**config.mk**
```make
export PLATFORM = sky130hd
export DESIGN_NAME = spe_ctrl
export DESIGN_NICKNAME = d
export VERILOG_FILES = /design/src/sv/spe_pkg.sv /design/src/sv/spe_ctrl.sv
export SDC_FILE = /design/constraint.sdc
export NUM_CORES = 1
export LEC_CHECK = 0
export BUFFER_PORTS_ARGS = -buffer_cell sky130_fd_sc_hd__buf_4
export CORE_MARGIN = 3
export CORE_UTILIZATION = 39
export CTS_BUF_LIST = sky130_fd_sc_hd__clkbuf_8 sky130_fd_sc_hd__clkbuf_16
export DETAILED_ROUTE_END_ITERATION = 8
export HOLD_SLACK_MARGIN = 0.05
export PLACE_DENSITY = 0.68
export SYNTH_ARGS = -nofsm -noshare
export SYNTH_HDL_FRONTEND = slang
export SYNTH_SLANG_ARGS = --single-unit
```
**constraint.sdc**
```tcl
create_clock -name clock -period 2.15 [get_ports clock]
set_clock_uncertainty 0.1 [all_clocks]
set_input_delay 0.3225 -clock clock [delete_from_list [all_inputs] [get_ports clock]]
set_output_delay 0.3225 -clock clock [all_outputs]
set_load 0.05 [all_outputs]
```
**src/sv/spe_pkg.sv**
```systemverilog
`default_nettype none
package spe_pkg;

   localparam int MAX_VERTICES_DEF = 64;
   localparam int MAX_EDGES_DEF    = 256;
   localparam int WEIGHT_BITS_DEF  = 16;

   localparam int VIDX_BITS   = 6;
   localparam int VCOUNT_BITS = 7;
   localparam int DIST_BITS   = 22;
   localparam logic [DIST_BITS-1:0] DIST_MAX = 22'h3FFFFF;
   localparam logic [VCOUNT_BITS-1:0] VCOUNT_RESET = 7'd64;

   localparam logic [1:0] OP_ADD   = 2'd0;
   localparam logic [1:0] OP_RUN   = 2'd1;
   localparam logic [1:0] OP_CLEAR = 2'd2;

   localparam logic [1:0] ST_OK       = 2'd0;
   localparam logic [1:0] ST_FULL     = 2'd1;
   localparam logic [1:0] ST_BAD_VERT = 2'd2;

   localparam logic [0:0] REG_VERTEX_COUNT = 1'b0;

   typedef enum logic [6:0] {
      S_IDLE  = 7'b0000001,
      S_ADD2  = 7'b0000010,
      S_SEL   = 7'b0000100,
      S_E_RD  = 7'b0001000,
      S_E_CHK = 7'b0010000,
      S_E_CMP = 7'b0100000,
      S_O_RD  = 7'b1000000
   } ctl_state_type;

   typedef struct packed {
      logic add_first;
      logic add_second;
      logic clear;
      logic run_start;
      logic run_bad;
      logic sel_start;
      logic sel_scan;
      logic sel_pick;
      logic edge_rd;
      logic edge_chk;
      logic edge_cmp;
      logic out_start;
      logic out_rd;
      logic out_ld;
   } dp_cmd_type;

   typedef struct packed {
      logic out_free;
      logic add_ok;
      logic src_bad;
      logic sel_done;
      logic best_valid;
      logic edge_end;
      logic edge_match;
      logic out_last;
   } dp_stat_type;

endpackage
`default_nettype wire

```
**src/sv/spe_ctrl.sv**
```systemverilog
`default_nettype none
module spe_ctrl
   import spe_pkg::*;
(
   input  wire logic        clock,
   input  wire logic        reset,
   input  wire logic        req_valid,
   input  wire logic [1:0]  req_op,
   output logic             req_stall,
   input  wire dp_stat_type stat,
   output dp_cmd_type       cmd
);

   ctl_state_type state_ff, state_in;
   logic o_ld_ff, o_ld_in;   // output-load phase of the result walk

   always_comb begin
      state_in = state_ff;
      o_ld_in  = o_ld_ff;
      cmd      = '0;
      req_stall = !(state_ff == S_IDLE && stat.out_free);
      case (state_ff)
         S_IDLE: begin
            if (req_valid && stat.out_free) begin
               case (req_op)
                  OP_ADD: begin
                     cmd.add_first = 1'b1;
                     if (stat.add_ok) state_in = S_ADD2;
                  end
                  OP_RUN: begin
                     if (stat.src_bad) begin
                        cmd.run_bad = 1'b1;
                     end else begin
                        cmd.run_start = 1'b1;
                        cmd.sel_start = 1'b1;
                        state_in = S_SEL;
                     end
                  end
                  OP_CLEAR: cmd.clear = 1'b1;
                  default: ;
               endcase
            end
         end
         S_ADD2: begin
            cmd.add_second = 1'b1;
            state_in = S_IDLE;
         end
         S_SEL: begin
            cmd.sel_scan = 1'b1;
            if (stat.sel_done) begin
               if (stat.best_valid) begin
                  cmd.sel_pick = 1'b1;
                  state_in = S_E_RD;
               end else begin
                  cmd.out_start = 1'b1;
                  o_ld_in = 1'b0;
                  state_in = S_O_RD;
               end
            end
         end
         S_E_RD: begin
            if (stat.edge_end) begin
               cmd.sel_start = 1'b1;
               state_in = S_SEL;
            end else begin
               cmd.edge_rd = 1'b1;
               state_in = S_E_CHK;
            end
         end
         S_E_CHK: begin
            if (stat.edge_match) begin
               cmd.edge_chk = 1'b1;
               state_in = S_E_CMP;
            end else begin
               state_in = S_E_RD;
            end
         end
         S_E_CMP: begin
            cmd.edge_cmp = 1'b1;
            state_in = S_E_RD;
         end
         S_O_RD: begin
            if (!o_ld_ff) begin
               cmd.out_rd = 1'b1;
               o_ld_in = 1'b1;
            end else if (stat.out_free) begin
               cmd.out_ld = 1'b1;
               o_ld_in = 1'b0;
               if (stat.out_last) state_in = S_IDLE;
            end
         end
         default: state_in = S_IDLE;
      endcase
   end

   always_ff @(posedge clock) begin
      if (reset) begin
         state_ff <= S_IDLE;
         o_ld_ff  <= 1'b0;
      end else begin
         state_ff <= state_in;
         o_ld_ff  <= o_ld_in;
      end
   end

   a_accept_idle: assert property (@(posedge clock) disable iff (reset)
      (req_valid && !req_stall) |-> (state_ff == S_IDLE))
      else $error("beat accepted while busy");
   a_add_pair: assert property (@(posedge clock) disable iff (reset)
      (state_ff == S_ADD2) |=> (state_ff == S_IDLE))
      else $error("second edge write did not finish");
   a_pick_scan: assert property (@(posedge clock) disable iff (reset)
      cmd.sel_pick |-> (state_ff == S_SEL && stat.sel_done))
      else $error("pick outside finished scan");

endmodule
`default_nettype wire

```
# --- After elaboration in Yosys (flattened, before gate mapping) ---
# Index checks and enable logic that the tools add are counted.
# W data, S select, Z words.
word_totals:
  reg_bits: 8
  input_bits: 13
  out_inout_bits: 15
  word_cells: 71
classes:
  eq_ne: 18
  n_mux: 44
  n_reduce_logical: 7
ops:
  columns: ["operator", "n"]
  rows:
  - ["$mux W7", 8]
  - ["$pmux W7 S6", 1]
  - ["$mux W1", 25]
  - ["$pmux W7 S2", 1]
  - ["$ne A2 B2 Y1 const B", 5]
  - ["$reduce_and A8 Y1", 1]
  - ["$eq A7 B1 Y1 const B", 1]
  - ["$eq A7 B2 Y1 const B", 1]
  - ["$eq A7 B3 Y1 const B", 1]
  - ["$eq A7 B4 Y1 const B", 1]
  - ["$eq A7 B5 Y1 const B", 1]
  - ["$eq A7 B6 Y1 const B", 1]
  - ["$eq A7 B7 Y1 const B", 1]
  - ["$mux W3", 2]
  - ["$mux W6", 1]
  - ["$ne A3 B3 Y1 const B", 2]
  - ["$mux W5", 1]
  - ["$mux W2", 2]
  - ["$mux W4", 1]
  - ["$pmux W1 S2", 2]
  - ["$ne A3 B1 Y1 const B", 1]
  - ["$reduce_and A3 Y1", 1]
  - ["$eq A2 B1 Y1 const B", 1]
  - ["$eq A2 B2 Y1 const B", 1]
  - ["other kinds (5)", 6]

# --- Logic depth before layout (Yosys ltp) ---
depth:
  word_depth: 4
  depth_mapped: 5
  mapped_depth_nobuf: 4

# --- Worst setup path before layout ---
# Ideal clock, no wire load.
synth_path:
  path_kind: "register -> output"
  start: "reg state_ff[2]"
  end: "out cmd[11] (netlist name)"
  arrival_ns: 2.483
  t_required_ns: 1.727
  setup_slack_ns: -0.755
  stages_incl_launch_ff: 5
  path_buffers: 0
  path_cell_list: "dfxtp_1 or4b_1 nor2_1 nand2_1 nor3_1"
synth_lines:
  columns: ["element", "line", "source"]
  rows:
  - ["start, declared", "spe_ctrl.sv:14", "ctl_state_type state_ff, state_in;"]
  - ["start signal, assigned", "spe_ctrl.sv:101", "state_ff <= state_in;"]
  - ["end, declared", "spe_ctrl.sv:11", "output dp_cmd_type cmd"]

==> flow_summary.ini <==
[clock_tree]
cts_root_buf = clkbuf_8
h-tree-depth = 1
cts_tree = done
cts_buffer_depth = 2
path_clk_slew_ns = 0.04
worstSkewPairLatency_ns = 0.23
cts_made_buffers = 3
numClockSinks = 8

[timing]
layout_setup_ws_ns = -0.239
tightest_slew_ns = 0.408
rsz0062_at_grt = true
fmax_ghz = 0.419
slew_headroom = 0.726
slew_violations = 0
min_period_ns = 2.39
final-hold-violation-count = 0
setup_viol = 6
finalCritPeriodShare = 1.11
final.setup.tns_ns = -0.989

[grt]
grt_pass1_wl_um = 3380
grt_use_total = 0.240
grt_pass1_vias = 746
grt_antenna_before_repair = 0
grt_remaining_overflow = 0
grt_max_degree = 7

[placed_design]
port_buffers = 27
placed_area_um2 = 911
dp.cells = 131
place.gp.congestion = 0.890
dp_hpwl_um = 1430

[routing]
finalWirelength_um = 2130
num_vias = 779
post-route-drc-count = 0
drt_iter0_markers = 16
viasPerCell = 5.52
final_antenna_net_count = 0
wl_per_cell_um = 15.1
firstDrtPassIters = 4

[worst_hold_path]
worstHoldPathType = primary input to flop
hold_depth = 2
hold_start = stat[2]
min_delay_worst_endpoint = state_ff[4]$_SDFFE_PP0P_

[setup_path]
critPathKind = flop to output pin
cp-start-kind = flop
path_max_fanout = 3
cp.required_ns = 1.73
rr_worst_depth = 6
timing.rr.end = state_ff[3]$_SDFFE_PP0P_
cp_data_arrival_time_ns = 1.97
regToRegStartpoint = state_ff[6]$_SDFFE_PP0P_
critPathCaptureType = output pin
r2r_slack_ns = 0.17

[synth]
synth_area_um2 = 579
synth-seq-cells = 8
avgSynthCellArea_um2 = 7.24
synth_warnings = 0
ys_seq_area_frac = 0.276
synthCells = 80
synth.net_count = 93
synthDistinctLibCells = 33

[power]
leakagePower_nw = 0.530
peakVddDrop_uv = 447
power_w = 0.000427
p_per_area_nw_per_um2 = 390

[floorplanning]
fp.dieH_um = 44.5
num_rows = 13
die_x_um = 44.5
ios = 28
core_um2 = 1350
initial_core_util = 0.429
fp.dieArea_um2 = 1980

[layout]
stdcell_count = 141
areaGrowthSynthToFinish_pct = 89.0
nNetsFinal = 141
final_cell_area_um2 = 1090
antenna_cells = 0
final_core_util = 0.811
layout-drive-gt1-share = 0.524

[status]
violations = setup timing
status = finished, violations left

[flow_run]
drv_cap = 0
-- cell type report --
cell class / count / area, µm²
fill: 94 / 255
multi-input combinational: 65 / 470
tap: 15 / 18.8
inverter: 5 / 22.5
timing repair buffer: 45 / 379
clock buffer: 3 / 41.3
sequential: 8 / 163
-- routing by layer --
metal	global-route usage	routed length, µm	up-vias
met5	0	0	-
met4	0.0843	33	0
met3	0.0569	118	6
met2	0.407	1090	32
met1	0.291	885	358
li1	-	-	383
-- state kept, by name, indices dropped and copies added, names as in the netlist --
signal / cells
o_ld_ff: 1
state_ff: 7
-- synth_stat cells --
library cell / number / area, µm²
or2_2: 2 / 12.5
or4b_1: 1 / 10.0
and2_1: 1 / 6.26
xor2_1: 1 / 8.76
nand4_1: 1 / 6.26
o22ai_1: 2 / 12.5
nor2b_1: 4 / 25.0
nor2_1: 9 / 33.8
a311oi_1: 1 / 8.76
dfxtp_1: 8 / 160
and3_1: 7 / 43.8
or3_4: 1 / 11.3
clkbuf_1: 1 / 3.75
nand4b_1: 1 / 8.76
nand3b_1: 1 / 7.51
o211ai_1: 1 / 7.51
nor3_1: 4 / 20.0
and3b_1: 1 / 8.76
o21ai_0: 1 / 5.00
a32o_1: 1 / 10.0
nor3b_1: 1 / 7.51
or2_1: 1 / 6.26
nor4b_1: 1 / 8.76
nand2b_1: 2 / 12.5
nor4_1: 2 / 12.5
nand3_1: 3 / 15.0
a21oi_1: 3 / 15.0
nand2_1: 9 / 33.8
buf_6: 1 / 11.3
a2111oi_0: 1 / 8.76
a31oi_2: 1 / 12.5
inv_1: 5 / 18.8
or3_1: 1 / 6.26
-- critical path, stage by stage (launching register included) --
cell        delay, ns
dfxtp_2          0.31
or4b_4           0.54
or2_1            0.26
or3_4            0.39
clkinvlp_4       0.10
buf_8            0.14
-- what timing repair did --
action	in CTS	in global routing
setup endpoints to repair	6	10
pin swaps	3	3
hold buffers	0	0
buffers inserted	6	1
resized for setup	16	7
gates cloned	0	0
-- logic make-up after synthesis --
logic type / after synthesis / synth area share
compound gates: 11 / 0.138
xor+xnor: 1 / 0.0151
buf+inv: 7 / 0.0583
flops: 8 / 0.276
simple gates: 53 / 0.512
-- power breakdown --
part | switching [W] | internal [W]
Combinational | 0.0000494 | 0.0000461
Sequential | 0.000000841 | 0.000150
Clock | 0.0000594 | 0.000121
-- worst max path at each step --
| stage | slack (ns) | endpoint | start |
|---|---|---|---|
| after floorplan | -0.15 | cmd[9] | state_ff[3]$_SDFFE_PP0P_ |
| after global placement | 0.01 | cmd[8] | state_ff[6]$_SDFFE_PP0P_ |
| after detailed placement | 0.003 | cmd[8] | state_ff[6]$_SDFFE_PP0P_ |
| after CTS | -0.22 | cmd[10] | state_ff[6]$_SDFFE_PP0P_ |
| after global routing | -0.29 | cmd[10] | state_ff[6]$_SDFFE_PP0P_ |
| final | -0.24 | cmd[10] | state_ff[6]$_SDFFE_PP0P_ |
-- cells in the final DEF, fill, tap and decap left out, types with 2 or more instances in the layout --
master | netlist | layout
nor3_4 | 0 | 3
o22ai_1 | 2 | 2
nor2_1 | 9 | 8
and3_1 | 7 | 5
a21oi_1 | 3 | 3
nand2_1 | 9 | 7
clkbuf_8 | 0 | 3
buf_6 | 1 | 7
nor4_1 | 2 | 2
nand2b_1 | 2 | 2
buf_4 | 0 | 36
dfxtp_1 | 8 | 6
buf_8 | 0 | 2
or2_2 | 2 | 2
nand3_1 | 3 | 3
nor2b_1 | 4 | 4
and3_4 | 0 | 2
dfxtp_2 | 0 | 2
inv_1 | 5 | 4
-- per-stage QoR --
stage               hold WS, ns  setup slack (ns)
floorplan                 0.288            -0.148
global placement          0.403            0.0108
detailed placement        0.407           0.00253
CTS                       0.172            -0.221
global route              0.176            -0.289
finish                    0.177            -0.239
Power figures use the tool's default switching activity.
